[config.mk]
export PLATFORM = sky130hd
export DESIGN_NAME = register_alu_executor_core
export DESIGN_NICKNAME = d
export VERILOG_FILES = /design/src/hw/rtl/rae_pkg.sv /design/src/hw/rtl/register_alu_executor_core.sv /design/src/hw/rtl/rae_front.sv /design/src/hw/rtl/rae_mdu.sv /design/src/hw/rtl/rae_back.sv
export SDC_FILE = /design/constraint.sdc
export NUM_CORES = 1
export LEC_CHECK = 0
export ABC_AREA = 1
export BUFFER_PORTS_ARGS = -buffer_cell sky130_fd_sc_hd__buf_4
export CAP_MARGIN = 20
export CORE_MARGIN = 8
export CORE_UTILIZATION = 58
export CTS_CLUSTER_SIZE = 16
export DETAILED_ROUTE_END_ITERATION = 6
export PLACE_DENSITY = 0.75
export SLEW_MARGIN = 25
export SYNTH_ARGS = -nofsm -noshare
export SYNTH_HDL_FRONTEND = slang
export SYNTH_SLANG_ARGS = --single-unit
[constraint.sdc]
create_clock -name i_clk -period 12.4 [get_ports i_clk]
set_clock_uncertainty 0.2 [all_clocks]
set_input_delay 1.86 -clock i_clk [delete_from_list [all_inputs] [get_ports i_clk]]
set_output_delay 1.86 -clock i_clk [all_outputs]
set_load 0.03 [all_outputs]
[src/hw/rtl/rae_pkg.sv]
// Shared types and constants for the register ALU executor.
`default_nettype none

package rae_pkg;

    // Opcode field codes of an incoming item
    localparam logic [3:0] KIND_LOAD = 4'd0;
    localparam logic [3:0] KIND_MOV  = 4'd1;
    localparam logic [3:0] KIND_ADD  = 4'd2;
    localparam logic [3:0] KIND_SUB  = 4'd3;
    localparam logic [3:0] KIND_MUL  = 4'd4;
    localparam logic [3:0] KIND_DIV  = 4'd5;
    localparam logic [3:0] KIND_MOD  = 4'd6;
    localparam logic [3:0] KIND_AND  = 4'd7;
    localparam logic [3:0] KIND_OR   = 4'd8;
    localparam logic [3:0] KIND_XOR  = 4'd9;
    localparam logic [3:0] KIND_XCHG = 4'd10;
    localparam logic [3:0] KIND_OUT  = 4'd11;

    localparam int unsigned IN_TDATA_W = 48;
    localparam int unsigned VALUE_W    = 32;

    typedef enum logic [3:0] {
        OP_LOAD, OP_MOV, OP_ADD, OP_SUB, OP_MUL, OP_DIV, OP_MOD,
        OP_AND, OP_OR, OP_XOR, OP_XCHG, OP_OUT, OP_NOP
    } t_op;

    // Decoded instruction as held in the queue; indexes already wrapped
    typedef struct packed {
        t_op         op;
        logic [1:0]  d;
        logic [1:0]  ra;
        logic [1:0]  rb;
        logic [31:0] imm;
    } t_inst;

    typedef enum logic [1:0] {
        MDU_MUL, MDU_DIV, MDU_MOD
    } t_mdu_op;

    typedef struct packed {
        logic    start;
        t_mdu_op op;
    } t_mdu_req;

endpackage

`default_nettype wire

[src/hw/rtl/register_alu_executor_core.sv]
// Top level of the register ALU executor: front end, queue and back end.
//
//  channel  | direction | signals                        | payload
//  ---------+-----------+--------------------------------+------------------------------
//  s_axis   | in        | s_axis_tvalid / s_axis_tready  | tdata: kind, dest, src_a,
//           |           |                                |   src_b, immediate
//  m_axis   | out       | m_axis_tvalid / m_axis_tready  | tdata: value; tuser: error
//
//  Sequence: IDLE pops an item and registers its register file reads; EXEC runs it;
//  exchange adds SWAP; multiply, and divide and modulo without a fault, wait in MDU
//  for the bit-serial multiply/divide unit (one bit per cycle).
//  Reset: synchronous, active low; it empties the queue, drops any pending
//  result and marks every register as zero.
//  Stalls: a two-entry queue lets the front take items while the back executes;
//  a held result stalls the back end when it has another result to emit.
`default_nettype none

module register_alu_executor_core #(
    parameter int unsigned NUM_REGS   = 4,
    parameter int unsigned DATA_WIDTH = 32
) (
    input  wire logic                               i_clk,
    input  wire logic                               i_rst_n,
    input  wire logic                               s_axis_tvalid,
    output logic                                    s_axis_tready,
    // [3:0] kind, [5:4] dest, [7:6] src_a, [9:8] src_b, [41:10] immediate,
    // [47:42] zero
    input  wire logic [rae_pkg::IN_TDATA_W-1:0]     s_axis_tdata,
    output logic                                    m_axis_tvalid,
    input  wire logic                               m_axis_tready,
    // [31:0] value
    output logic [rae_pkg::VALUE_W-1:0]             m_axis_tdata,
    // [0] error
    output logic [0:0]                              m_axis_tuser
);

    logic           w_q_valid, w_q_pop, w_err;
    rae_pkg::t_inst w_q_inst;

    // Decode and queue incoming items
    rae_front #(
        .NUM_REGS (NUM_REGS)
    ) u_front (
        .i_clk     (i_clk),
        .i_rst_n   (i_rst_n),
        .i_tvalid  (s_axis_tvalid),
        .o_tready  (s_axis_tready),
        .i_tdata   (s_axis_tdata),
        .o_q_valid (w_q_valid),
        .o_q_inst  (w_q_inst),
        .i_q_pop   (w_q_pop)
    );

    // Execute against the register file and hold the result
    rae_back #(
        .NUM_REGS   (NUM_REGS),
        .DATA_WIDTH (DATA_WIDTH)
    ) u_back (
        .i_clk       (i_clk),
        .i_rst_n     (i_rst_n),
        .i_q_valid   (w_q_valid),
        .i_q_inst    (w_q_inst),
        .o_q_pop     (w_q_pop),
        .o_out_valid (m_axis_tvalid),
        .i_out_ready (m_axis_tready),
        .o_out_value (m_axis_tdata),
        .o_out_err   (w_err)
    );

    assign m_axis_tuser = w_err;

endmodule

`default_nettype wire

[src/hw/rtl/rae_front.sv]
// Front end: accept items, decode them and hold them in a two-entry queue.
`default_nettype none

module rae_front #(
    parameter int unsigned NUM_REGS = 4
) (
    input  wire logic                               i_clk,
    input  wire logic                               i_rst_n,
    input  wire logic                               i_tvalid,
    output logic                                    o_tready,
    input  wire logic [rae_pkg::IN_TDATA_W-1:0]     i_tdata,
    output logic                                    o_q_valid,
    output rae_pkg::t_inst                          o_q_inst,
    input  wire logic                               i_q_pop
);

    localparam int unsigned Q_DEPTH = 2;

    rae_pkg::t_inst r_q [Q_DEPTH];
    logic           r_wr_ptr, r_rd_ptr;
    logic [1:0]     r_count;
    rae_pkg::t_inst w_inst;
    logic           w_push;

    // Wrap a register index into the file
    function automatic logic [1:0] f_wrap(input logic [1:0] raw);
        if (int'(raw) >= int'(NUM_REGS)) begin
            return 2'(int'(raw) - int'(NUM_REGS));
        end
        return raw;
    endfunction

    always_comb begin
        w_inst.d   = f_wrap(i_tdata[5:4]);
        w_inst.ra  = f_wrap(i_tdata[7:6]);
        w_inst.rb  = f_wrap(i_tdata[9:8]);
        w_inst.imm = i_tdata[41:10];
        case (i_tdata[3:0])
            rae_pkg::KIND_LOAD: w_inst.op = rae_pkg::OP_LOAD;
            rae_pkg::KIND_MOV:  w_inst.op = rae_pkg::OP_MOV;
            rae_pkg::KIND_ADD:  w_inst.op = rae_pkg::OP_ADD;
            rae_pkg::KIND_SUB:  w_inst.op = rae_pkg::OP_SUB;
            rae_pkg::KIND_MUL:  w_inst.op = rae_pkg::OP_MUL;
            rae_pkg::KIND_DIV:  w_inst.op = rae_pkg::OP_DIV;
            rae_pkg::KIND_MOD:  w_inst.op = rae_pkg::OP_MOD;
            rae_pkg::KIND_AND:  w_inst.op = rae_pkg::OP_AND;
            rae_pkg::KIND_OR:   w_inst.op = rae_pkg::OP_OR;
            rae_pkg::KIND_XOR:  w_inst.op = rae_pkg::OP_XOR;
            rae_pkg::KIND_XCHG: begin
                // exchange reads its destination through the second port
                w_inst.op = rae_pkg::OP_XCHG;
                w_inst.rb = f_wrap(i_tdata[5:4]);
            end
            rae_pkg::KIND_OUT:  w_inst.op = rae_pkg::OP_OUT;
            default:            w_inst.op = rae_pkg::OP_NOP;
        endcase
    end

    assign o_tready  = (r_count != 2'(Q_DEPTH));
    assign w_push    = i_tvalid && o_tready;
    assign o_q_valid = (r_count != 2'd0);
    assign o_q_inst  = r_q[r_rd_ptr];

    always_ff @(posedge i_clk) begin
        if (!i_rst_n) begin
            r_wr_ptr <= 1'b0;
            r_rd_ptr <= 1'b0;
            r_count  <= 2'd0;
        end else begin
            if (w_push) begin
                r_wr_ptr <= ~r_wr_ptr;
            end
            if (i_q_pop) begin
                r_rd_ptr <= ~r_rd_ptr;
            end
            r_count <= r_count + 2'(w_push) - 2'(i_q_pop);
        end
    end

    always_ff @(posedge i_clk) begin
        if (w_push) begin
            r_q[r_wr_ptr] <= w_inst;
        end
    end

endmodule

`default_nettype wire

[src/hw/rtl/rae_mdu.sv]
// Iterative multiply and signed divide unit, one bit per cycle.
`default_nettype none

module rae_mdu #(
    parameter int unsigned DATA_WIDTH = 32
) (
    input  wire logic                   i_clk,
    input  wire logic                   i_rst_n,
    input  wire rae_pkg::t_mdu_req      i_req,
    input  wire logic [DATA_WIDTH-1:0]  i_a,
    input  wire logic [DATA_WIDTH-1:0]  i_b,
    output logic                        o_done,
    output logic [DATA_WIDTH-1:0]       o_result
);

    localparam int unsigned DW    = DATA_WIDTH;
    localparam int unsigned CNT_W = $clog2(DATA_WIDTH + 1);

    typedef enum logic [1:0] {M_IDLE, M_RUN, M_FIX} t_mstate;

    t_mstate          r_state, n_state;
    rae_pkg::t_mdu_op r_op, n_op;
    logic [DW-1:0]    r_x, n_x, r_y, n_y, r_acc, n_acc;
    logic [DW-1:0]    r_result, n_result;
    logic [CNT_W-1:0] r_cnt, n_cnt;
    logic             r_neg_q, n_neg_q, r_neg_r, n_neg_r;
    logic             r_done, n_done;
    logic [DW+1:0]    w_trial;

    always_comb begin
        n_state  = r_state;
        n_op     = r_op;
        n_x      = r_x;
        n_y      = r_y;
        n_acc    = r_acc;
        n_cnt    = r_cnt;
        n_neg_q  = r_neg_q;
        n_neg_r  = r_neg_r;
        n_result = r_result;
        n_done   = 1'b0;
        w_trial  = {1'b0, r_acc, r_x[DW-1]} - {2'b00, r_y};
        case (r_state)
            M_IDLE: begin
                if (i_req.start) begin
                    n_op    = i_req.op;
                    n_acc   = '0;
                    n_cnt   = CNT_W'(DW);
                    n_neg_q = i_a[DW-1] ^ i_b[DW-1];
                    n_neg_r = i_a[DW-1];
                    n_state = M_RUN;
                    if (i_req.op == rae_pkg::MDU_MUL) begin
                        n_x = i_a;
                        n_y = i_b;
                    end else begin
                        n_x = i_a[DW-1] ? (DW'(0) - i_a) : i_a;
                        n_y = i_b[DW-1] ? (DW'(0) - i_b) : i_b;
                    end
                end
            end
            M_RUN: begin
                if (r_op == rae_pkg::MDU_MUL) begin
                    // shift-and-add, low half only
                    n_acc = r_acc + (r_x[0] ? r_y : '0);
                    n_x   = r_x >> 1;
                    n_y   = r_y << 1;
                end else if (!w_trial[DW+1]) begin
                    n_acc = w_trial[DW-1:0];
                    n_x   = {r_x[DW-2:0], 1'b1};
                end else begin
                    n_acc = {r_acc[DW-2:0], r_x[DW-1]};
                    n_x   = {r_x[DW-2:0], 1'b0};
                end
                n_cnt = r_cnt - CNT_W'(1);
                if (r_cnt == CNT_W'(1)) begin
                    n_state = M_FIX;
                end
            end
            M_FIX: begin
                case (r_op)
                    rae_pkg::MDU_DIV: n_result = r_neg_q ? (DW'(0) - r_x) : r_x;
                    rae_pkg::MDU_MOD: n_result = r_neg_r ? (DW'(0) - r_acc) : r_acc;
                    default:          n_result = r_acc;
                endcase
                n_done  = 1'b1;
                n_state = M_IDLE;
            end
            default: n_state = M_IDLE;
        endcase
    end

    always_ff @(posedge i_clk) begin
        if (!i_rst_n) begin
            r_state <= M_IDLE;
            r_done  <= 1'b0;
        end else begin
            r_state <= n_state;
            r_done  <= n_done;
        end
        r_op     <= n_op;
        r_x      <= n_x;
        r_y      <= n_y;
        r_acc    <= n_acc;
        r_cnt    <= n_cnt;
        r_neg_q  <= n_neg_q;
        r_neg_r  <= n_neg_r;
        r_result <= n_result;
    end

    assign o_done   = r_done;
    assign o_result = r_result;

endmodule

`default_nettype wire

[src/hw/rtl/rae_back.sv]
// Back end: register file, execution sequencer and result register.
`default_nettype none

module rae_back #(
    parameter int unsigned NUM_REGS   = 4,
    parameter int unsigned DATA_WIDTH = 32
) (
    input  wire logic                          i_clk,
    input  wire logic                          i_rst_n,
    input  wire logic                          i_q_valid,
    input  wire rae_pkg::t_inst                i_q_inst,
    output logic                               o_q_pop,
    output logic                               o_out_valid,
    input  wire logic                          i_out_ready,
    output logic [rae_pkg::VALUE_W-1:0]        o_out_value,
    output logic                               o_out_err
);

    localparam int unsigned DW    = DATA_WIDTH;
    localparam int unsigned IDX_W = $clog2(NUM_REGS);

    typedef enum logic [2:0] {S_IDLE, S_EXEC, S_SWAP, S_MDU} t_state;

    t_state                      r_state, n_state;
    rae_pkg::t_inst              r_inst;
    logic [DW-1:0]               r_mem [NUM_REGS];
    logic [NUM_REGS-1:0]         r_valid;
    logic [DW-1:0]               r_rd_a, r_rd_b;
    logic                        r_va, r_vb;
    logic                        r_out_valid, n_out_valid;
    logic [rae_pkg::VALUE_W-1:0] r_out_value, n_out_value;
    logic                        r_out_err, n_out_err;
    logic [DW-1:0]               w_a, w_b, w_wdata, w_mdu_res;
    logic [IDX_W-1:0]            w_waddr;
    logic                        w_we, w_out_free, w_fault, w_mdu_done;
    rae_pkg::t_mdu_req           w_mdu_req;

    function automatic logic [IDX_W-1:0] f_idx(input logic [1:0] x);
        return IDX_W'(x);
    endfunction

    function automatic logic [DW-1:0] f_sext_imm(input logic [31:0] v);
        logic [DW-1:0] r;
        for (int i = 0; i < int'(DW); i++) begin
            r[i] = v[(i < 32) ? i : 31];
        end
        return r;
    endfunction

    function automatic logic [rae_pkg::VALUE_W-1:0] f_out_val(input logic [DW-1:0] v);
        logic [rae_pkg::VALUE_W-1:0] r;
        for (int i = 0; i < int'(rae_pkg::VALUE_W); i++) begin
            r[i] = v[(i < int'(DW)) ? i : int'(DW) - 1];
        end
        return r;
    endfunction

    // unwritten entries read as zero
    assign w_a        = r_va ? r_rd_a : '0;
    assign w_b        = r_vb ? r_rd_b : '0;
    assign w_out_free = !r_out_valid || i_out_ready;
    assign w_fault    = (w_b == '0) ||
                        ((w_a == {1'b1, {(DW-1){1'b0}}}) && (w_b == {DW{1'b1}}));

    always_comb begin
        n_state     = r_state;
        n_out_valid = r_out_valid && !i_out_ready;
        n_out_value = r_out_value;
        n_out_err   = r_out_err;
        o_q_pop     = 1'b0;
        w_we        = 1'b0;
        w_waddr     = f_idx(r_inst.d);
        w_wdata     = w_a;
        w_mdu_req   = '{start: 1'b0, op: rae_pkg::MDU_MUL};
        case (r_state)
            S_IDLE: begin
                if (i_q_valid) begin
                    o_q_pop = 1'b1;
                    n_state = S_EXEC;
                end
            end
            S_EXEC: begin
                n_state = S_IDLE;
                case (r_inst.op)
                    rae_pkg::OP_LOAD: begin
                        w_we = 1'b1; w_wdata = f_sext_imm(r_inst.imm);
                    end
                    rae_pkg::OP_MOV:  w_we = 1'b1;
                    rae_pkg::OP_ADD: begin
                        w_we = 1'b1; w_wdata = w_a + w_b;
                    end
                    rae_pkg::OP_SUB: begin
                        w_we = 1'b1; w_wdata = w_a - w_b;
                    end
                    rae_pkg::OP_AND: begin
                        w_we = 1'b1; w_wdata = w_a & w_b;
                    end
                    rae_pkg::OP_OR: begin
                        w_we = 1'b1; w_wdata = w_a | w_b;
                    end
                    rae_pkg::OP_XOR: begin
                        w_we = 1'b1; w_wdata = w_a ^ w_b;
                    end
                    rae_pkg::OP_XCHG: begin
                        w_we    = 1'b1;
                        n_state = S_SWAP;
                    end
                    rae_pkg::OP_MUL: begin
                        w_mdu_req = '{start: 1'b1, op: rae_pkg::MDU_MUL};
                        n_state   = S_MDU;
                    end
                    rae_pkg::OP_DIV, rae_pkg::OP_MOD: begin
                        if (!w_fault) begin
                            w_mdu_req.start = 1'b1;
                            w_mdu_req.op    = (r_inst.op == rae_pkg::OP_DIV) ?
                                              rae_pkg::MDU_DIV : rae_pkg::MDU_MOD;
                            n_state         = S_MDU;
                        end else if (w_out_free) begin
                            n_out_valid = 1'b1;
                            n_out_value = '0;
                            n_out_err   = 1'b1;
                        end else begin
                            n_state = S_EXEC;
                        end
                    end
                    rae_pkg::OP_OUT: begin
                        if (w_out_free) begin
                            n_out_valid = 1'b1;
                            n_out_value = f_out_val(w_a);
                            n_out_err   = 1'b0;
                        end else begin
                            n_state = S_EXEC;
                        end
                    end
                    default: n_state = S_IDLE;
                endcase
            end
            S_SWAP: begin
                // second half of the exchange: partner gets the old destination
                w_we    = 1'b1;
                w_waddr = f_idx(r_inst.ra);
                w_wdata = w_b;
                n_state = S_IDLE;
            end
            S_MDU: begin
                if (w_mdu_done) begin
                    w_we    = 1'b1;
                    w_wdata = w_mdu_res;
                    n_state = S_IDLE;
                end
            end
            default: n_state = S_IDLE;
        endcase
    end

    always_ff @(posedge i_clk) begin
        if (!i_rst_n) begin
            r_state     <= S_IDLE;
            r_out_valid <= 1'b0;
            r_valid     <= '0;
        end else begin
            r_state     <= n_state;
            r_out_valid <= n_out_valid;
            if (w_we) begin
                r_valid[w_waddr] <= 1'b1;
            end
        end
        r_out_value <= n_out_value;
        r_out_err   <= n_out_err;
        if (r_state == S_IDLE) begin
            r_inst <= i_q_inst;
            r_rd_a <= r_mem[f_idx(i_q_inst.ra)];
            r_rd_b <= r_mem[f_idx(i_q_inst.rb)];
            r_va   <= r_valid[f_idx(i_q_inst.ra)];
            r_vb   <= r_valid[f_idx(i_q_inst.rb)];
        end
    end

    always_ff @(posedge i_clk) begin
        if (w_we) begin
            r_mem[w_waddr] <= w_wdata;
        end
    end

    rae_mdu #(
        .DATA_WIDTH (DATA_WIDTH)
    ) u_mdu (
        .i_clk    (i_clk),
        .i_rst_n  (i_rst_n),
        .i_req    (w_mdu_req),
        .i_a      (w_a),
        .i_b      (w_b),
        .o_done   (w_mdu_done),
        .o_result (w_mdu_res)
    );

    assign o_out_valid = r_out_valid;
    assign o_out_value = r_out_value;
    assign o_out_err   = r_out_err;

`ifndef SYNTHESIS
    a_done_in_mdu: assert property (@(posedge i_clk) disable iff (!i_rst_n)
        w_mdu_done |-> (r_state == S_MDU))
        else $error("mdu finished outside of its wait state");

    a_pop_when_valid: assert property (@(posedge i_clk) disable iff (!i_rst_n)
        o_q_pop |-> i_q_valid)
        else $error("queue popped while empty");

    a_no_write_idle: assert property (@(posedge i_clk) disable iff (!i_rst_n)
        w_we |-> (r_state != S_IDLE))
        else $error("register file written while idle");

    a_err_zero: assert property (@(posedge i_clk) disable iff (!i_rst_n)
        (r_out_valid && r_out_err) |-> (r_out_value == '0))
        else $error("error result carries a nonzero value");

    a_swap_after_exec: assert property (@(posedge i_clk) disable iff (!i_rst_n)
        (r_state == S_SWAP) |-> ($past(r_state) == S_EXEC))
        else $error("exchange second write without first");
`endif

endmodule

`default_nettype wire

==> impl_results.md, run 1 <==
- Number of input and output port buffers inserted: 80
- Mean cell area of the mapped netlist: 7.21 um2
- Layout cells sized above 1: 6.24%
- CTS buffer count: 53
- Outcome: complete, but fails checks
- Clk root buf: sky130_fd_sc_hd__clkbuf_16
- Maximum single-stage delay on the critical path: 0.81 ns
- Hold Slack: 0.251 ns
- Crit path cell chain: buf_4, nand2_1, inv_1, nor3_2, nand2_1, nor2_1, nand2_1, nand2_1, nand2_1, nand2_1, o21ai_0, ha_1, nand2_1, nor2_1, inv_1, nor2_1, nand4_1, nand3_1, nand2_1, nand3_1, nand2_1, nand2_1, nand3_1
- Finish-stage setup viols: 0
- Clk slew on worst S/H paths: 0.06 ns
- Diode insertion count for antenna repair: 0
- Final sum of negative setup slack: 0 ns
- WS Path Type: flop to flop
- Hold violation count in the final report: 0
- Number of warning messages in the yosys log: 0
- Slowest stage cell on the critical path: sky130_fd_sc_hd__nor2_1
- Initial antenna violation count: 3
- Core Util, Final: 63.0%
- FF+latch count, synth: 504
- Quantity of hold-fixing buffers added after cts: 0
- Buf+Inv Stages, Crit Path: 3
- Detailed Place HPWL: 97.6 mm
- Weighted congestion reported at the end of routability-driven placement: 1.07
- First drt pass iteration count: 7
- Startpoint class of the critical path: flop
- Number of sinks driven by the clock tree: 504
- Cell family with most CP delay: simple AND/OR/NAND/NOR gates
- Violated checks: design-rule violations
- Depth of the CTS H-tree: 2
- Part of the cycle the worst path needs: 43.8%
- Number of vias per cell after detailed routing: 6.07
- Boundary pin count: 87
- DP Area: 37900 um2
- Maximum net fanout on the critical path: 32
- Kind of capture point of the worst setup path: flop
- Syn Std Cell Area: 36600 um2
- Post-route design area: 39600 um2
- Latest clock arrival within the worst-skew pair: 0.64 ns
- Global routing usage summed across all routing layers: 35.9%
- WL per Instance: 22.2 um
- Post-CTS Setup Repair Bufs: 0
- Residual DRC count: 9
- Synthesized instance count: 5072
- Worst relative slew slack: 22.0%
- Data required time of the critical path: 12.48 ns
- Cell row count: 92
- Unrepaired setup endpoints after global routing: false
- Worst hold path type: flop to flop
- Register area share after synthesis: 41.0%
- Die outline area: 71300 um2
- Vertical die dimension: 267 um
- Remaining antenna violation count: 0
- Largest net degree at the start of global routing: 89
- Global route total overflow: 0
- Width of the die: 267 um
- CP dominant cell by count: sky130_fd_sc_hd__nand2_1
- Total of max-cap violations: 0
- FMAX: 184 MHz
- Vias in the first global route: 31800
- Final Routed Wirelength: 132 mm
- Global-route wire length before repair: 194 mm
- Worst-Margin Slew: 1.17 ns
- Power density cells: 247 nW/um2
- Leak pwr: 18.5 nW
- Core area: 62700 um2
- Final Net Count: 5297
- Initial standard-cell utilization of the core: 58.3%
- Clock tree from TritonCTS: done
- Layout area overhead: 8.15%
- Data arrival, critical path: 5.51 ns
- Cells resized by post-CTS repair: 0
- Minimum clock period: 5.43 ns
- Largest vdd supply drop: 0.206 mV
- Final slew viol count: 0
- Bufs on Longest Clock Path: 3
- Filler cell count: 5728
- Post-synthesis cell type count: 52
- Vias: 36200
- DRT iter0 DRCs: 5440
- Net Count, Synth: 5298
[layout make-up]
cell class	count	area [um2]	share of cell area (%)
Multi-Input combinational cell	3809	18700	47.3
Sequential cell	504	15000	37.9
Clock buffer	63	1360	3.45
Clock inverter	34	280	0.709
Inverter	575	2160	5.46
Timing Repair Buffer	128	988	2.50
Tap cell	846	1060	2.68
[worst reg2reg max path: cells and delay by family (launching register included)]
family / cells / cell delay [ns]
AO/OA/AOI/OAI: 1 / 0.16
adder cells (fa/ha/maj): 1 / 0.42
buffers and inverters: 3 / 0.64
flip-flops: 1 / 0.36
AND/OR/NAND/NOR: 18 / 3.30
[cells in the mapped netlist (all sizes together)]
cell     instances  area, um2
a22o             1       8.76
o21bai           9       67.6
a211oi           6       45.0
o221ai           3       26.3
o31ai            4       30.0
o211ai          17        128
a21o             1       7.51
o32ai            1       8.76
o21a             2       15.0
o2111ai         18        158
nor2           503       1950
a22oi            8       60.1
nand2         1833       7020
mux2             2       22.5
edfxtp         489      14700
nor4             7       43.8
dfxtp           15        300
ha             171       2140
a21boi           2       15.0
clkbuf         141        529
a32oi           33        289
nand3b          21        158
o21ai          307       1540
nor3            48        260
buf             43        273
a31oi           26        163
xnor2            4       35.0
a221oi          30        263
and2            11       68.8
or2             13       81.3
inv            571       2140
xor2            43        377
clkinv           4       15.0
nand4           67        434
a21oi          245       1230
fa               3       60.1
nand3          334       1700
o22ai           36        225
[state kept, by name, indices dropped and copies added (netlist names), 2 cells and up, named ones only]
signal / count
u_back.u_mdu.r_y: 32
u_back.u_mdu.o_result: 32
u_back.u_mdu.r_op: 2
u_back.r_state: 2
u_back.r_rd_a: 32
u_back.r_valid: 4
u_back.u_mdu.r_acc: 32
u_back.u_mdu.r_cnt: 6
u_back.u_mdu.r_state: 2
u_front.r_count: 2
u_back.u_mdu.r_x: 32
u_back.r_rd_b: 32
u_back.r_inst: 40
u_front.r_q: 84
u_back.o_out_value: 32
u_back.r_mem: 128
[power by group]
group / total, W / switching, W / internal, W
sequential: 0.00283 / 0.000300 / 0.00253
combinational: 0.00541 / 0.00398 / 0.00143
clock: 0.00153 / 0.000692 / 0.000835
total: 0.00976 / 0.00497 / 0.00479
[metal layers]
metal	GRT usage, %	vias to the layer above	part of all wire [%]
met5	1.04	-	0.10
met4	14.5	8	4.5
met3	12.0	328	15
met2	50.1	2420	40
met1	50.9	16600	40
li1	-	16800	-
[logic make-up (layout without fill, tap and decap cells)]
kind of cell,Yosys count,count (layout),share of synthesized area (%)
compound gates,749,749,11.7
xor+xnor,47,47,1.13
fa+ha+maj,174,174,6.01
buf+inv,759,800,8.10
flops,504,504,41.0
mux,2,2,0.0616
simple gates,2837,2837,32.0
[final timing paths]
check / start / to / slack, ns / depth (start not counted)
setup / recovery: u_back.r_vb / u_back.r_mem[3][19] / 6.97 / 23
hold / removal: u_front.r_rd_ptr / flop / 0.25 / 1
setup reg to reg: u_back.r_vb / u_back.r_mem[3][19] / 6.97 / 23
hold reg to reg: u_front.r_rd_ptr / flop / 0.25 / 1
[per-stage QoR]
step / setup slack, ns / cells / power [W]
floorplan: 7.87 / 5072 / 0.00630
finish: 6.97 / 5959 / 0.00976
global placement: 7.24 / 5860 / 0.00790
detailed placement: 7.19 / 5861 / 0.00798
global route: 6.69 / 5959 / 0.0103
CTS: 7.17 / 5958 / 0.00952
[layout by cell type (no fill, tap or decap), types with 66 or more instances in the layout]
cell and n:
sky130_fd_sc_hd__o21ai_0 292, sky130_fd_sc_hd__nand2_1 1779, sky130_fd_sc_hd__edfxtp_1 489, sky130_fd_sc_hd__ha_1 170
sky130_fd_sc_hd__buf_4 126, sky130_fd_sc_hd__a21oi_1 245, sky130_fd_sc_hd__nand3_1 330, sky130_fd_sc_hd__nor2_1 483
sky130_fd_sc_hd__inv_1 556, sky130_fd_sc_hd__nand4_1 66
Note: power is estimated with default switching activity, not from simulation.
==> inputs of run 2 (changes only) <==
==> constraint.sdc (replaced) <==
create_clock -name i_clk -period 5.4 [get_ports i_clk]
set_clock_uncertainty 0.2 [all_clocks]
set_input_delay 0.81 -clock i_clk [delete_from_list [all_inputs] [get_ports i_clk]]
set_output_delay 0.81 -clock i_clk [all_outputs]
set_load 0.03 [all_outputs]
==> impl_results.md, run 2 (synthesis results as in run 1) <==
- Outcome: complete, but fails checks
- Violated checks: design-rule violations
- Quantity of hold-fixing buffers added after cts: 0
- Largest net degree at the start of global routing: 72
- Reg-to-reg startpoint: u_back.r_vb
- Depth of the CTS H-tree: 2
- Maximum net fanout on the critical path: 19
- Final Net Count: 5316
- Weighted congestion reported at the end of routability-driven placement: 1.11
- Final slew viol count: 0
- Grt peak-use layer: met2
- Global-route wire length before repair: 193 mm
- Vias in the first global route: 32400
- Clk root buf: sky130_fd_sc_hd__clkbuf_16
- Part of the cycle the worst path needs: 93.5%
- Worst hold path stage count: 1
- Minimum clock period: 5.05 ns
- Layout area overhead: 9.35%
- Power density cells: 573 nW/um2
- Worst hold path type: primary input to flop
- WL per Instance: 21.8 um
- Hold violation count in the final report: 0
- Die outline area: 71300 um2
- Startpoint class of the critical path: flop
- Initial antenna violation count: 3
- Startpoint of the most critical hold path: s_axis_tdata[31]
- Number of sinks driven by the clock tree: 504
- DRT iter0 DRCs: 5466
- Core area: 62700 um2
- Worst-Margin Slew: 1.06 ns
- Width of the die: 267 um
- Cell row count: 92
- Final Routed Wirelength: 130 mm
- Latest clock arrival within the worst-skew pair: 0.63 ns
- Max reg flops: 128
- FMAX: 198 MHz
- Met3 Track Usage GR: 11.9%
- Number of input and output port buffers inserted: 80
- Boundary pin count: 87
- Global route total overflow: 0
- Fraction of met2 tracks used by global routing: 51.8%
- Overall power: 0.0229 W
- Initial standard-cell utilization of the core: 58.3%
- CTS buffer count: 52
- Detailed Place HPWL: 97.2 mm
- End of the worst hold path: u_front.r_q[1][21]
- Total of max-cap violations: 0
- Vertical die dimension: 267 um
- Cells resized by post-CTS repair: 0
- Finish-stage setup viols: 0
- Clock tree from TritonCTS: done
- Depth of the most critical reg-to-reg path: 22
- Global routing usage summed across all routing layers: 35.6%
- Leak pwr: 18.8 nW
- Post-CTS Setup Repair Bufs: 0
- Kind of capture point of the worst setup path: flop
- R2R setup slack: 0.35 ns
- Registers with the most flip-flops: u_back.r_mem: 128 flops, u_front.r_q: 84 flops, u_back.r_inst: 40 flops
- Unrepaired setup endpoints after global routing: false
- WS Path Type: flop to flop
- Data required time of the critical path: 5.51 ns
- Data arrival, critical path: 5.16 ns
- Largest Register: u_back.r_mem
- Largest vdd supply drop: 0.493 mV
- Commonest cells after routing, fill and taps aside: sky130_fd_sc_hd__nand2_1 (1779), sky130_fd_sc_hd__inv_1 (557), sky130_fd_sc_hd__edfxtp_1 (489)
- Vias: 36100
- Number of vias per cell after detailed routing: 6.03
- Remaining antenna violation count: 0
- First drt pass iteration count: 7
- Bufs on Longest Clock Path: 3
- Worst relative slew slack: 29.3%
- Met1 global-route usage: 48.0%
- Most common cell after layout, fill and taps aside: sky130_fd_sc_hd__nand2_1
- Residual DRC count: 14
- Layout cells sized above 1: 6.78%
- Final sum of negative setup slack: 0 ns
- Clk slew on worst S/H paths: 0.06 ns
- Worst r2r dst: u_back.r_mem[0][24]
run 2: changes by cell type in the layout (fill, tap and decap cells not counted), moves of 2 or more:
cell,previous run,this run
sky130_fd_sc_hd__clkbuf_1,10,4
sky130_fd_sc_hd__inv_2,14,12
sky130_fd_sc_hd__nor2_2,11,13
sky130_fd_sc_hd__bufinv_16,2,12
sky130_fd_sc_hd__buf_12,0,6
sky130_fd_sc_hd__inv_16,2,0
sky130_fd_sc_hd__clkinvlp_4,5,2
sky130_fd_sc_hd__clkinv_1,16,11
sky130_fd_sc_hd__clkinv_4,0,2
sky130_fd_sc_hd__nor2_4,7,5
sky130_fd_sc_hd__clkbuf_8,0,3
sky130_fd_sc_hd__buf_4,126,142
sky130_fd_sc_hd__diode_2,0,2
run 2: cell type report:
type	instances	area [um2]
antenna	2	5.00
clock buffer	60	1380
clock inverter	36	517
fill	5602	22700
inverter	575	2160
multi-input combinational	3809	18700
sequential	504	15000
tap	846	1060
timing repair buffer	148	1190
run 2: stage by stage:
step                utilization (%)  cells  worst slack, ns  hold WS (ns)  instance area, um2
floorplan                         -   5072            0.866         0.225               36600
global placement               60.6   5879            0.686         0.234               38000
detailed placement             60.7   5881            0.593         0.246               38100
CTS                            63.7   5977            0.524         0.150               40000
global route                   63.7   5978           0.0802         0.160               40000
finish                         63.7   5980            0.351         0.176               40000
run 2: worst max path at each step:
stage                      startpoint             endpoint  slack (ns)  cells past startpoint
detailed placement        u_back.r_vb  u_back.r_mem[0][24]        0.59                     22
global placement          u_back.r_vb  u_back.r_mem[0][24]        0.69                     22
CTS                       u_back.r_vb  u_back.r_mem[0][24]        0.52                     22
finish                    u_back.r_vb  u_back.r_mem[0][24]        0.35                     22
floorplan           u_back.r_state[1]  u_back.r_mem[0][22]        0.87                      4
global route              u_back.r_vb  u_back.r_mem[1][28]        0.08                     22
run 2: metal layers:
metal,up-vias,routed length (um)
li1,16900,-
met1,16400,50700
met2,2383,53700
met3,413,18700
met4,2,7020
met5,-,79
run 2: power by group:
group,switching [W],internal [W],leakage (nW)
clock network,0.00157,0.00241,0.928
logic,0.00899,0.00334,13.0
registers,0.000784,0.00580,4.82
total,0.0113,0.0116,18.8
run 2: worst max-delay path, stage by stage, from the launching register on:
cell	delay [ns]
sky130_fd_sc_hd__edfxtp_1	0.73
sky130_fd_sc_hd__buf_4	0.39
sky130_fd_sc_hd__nand2_2	0.16
sky130_fd_sc_hd__nand2_1	0.14
sky130_fd_sc_hd__nor2_1	0.27
sky130_fd_sc_hd__nand2_1	0.12
sky130_fd_sc_hd__nor2_2	0.47
sky130_fd_sc_hd__nand3_1	0.15
sky130_fd_sc_hd__nand2_1	0.09
sky130_fd_sc_hd__nand2_1	0.06
sky130_fd_sc_hd__nand2_1	0.05
sky130_fd_sc_hd__o21ai_0	0.15
sky130_fd_sc_hd__ha_1	0.43
sky130_fd_sc_hd__nand2_1	0.13
sky130_fd_sc_hd__nor2_1	0.27
sky130_fd_sc_hd__and2_1	0.20
sky130_fd_sc_hd__nand3_1	0.13
sky130_fd_sc_hd__nand3_1	0.13
sky130_fd_sc_hd__nand2_1	0.05
sky130_fd_sc_hd__nand3_1	0.10
sky130_fd_sc_hd__nand2_1	0.09
sky130_fd_sc_hd__nand2_1	0.08
sky130_fd_sc_hd__nand3_1	0.13
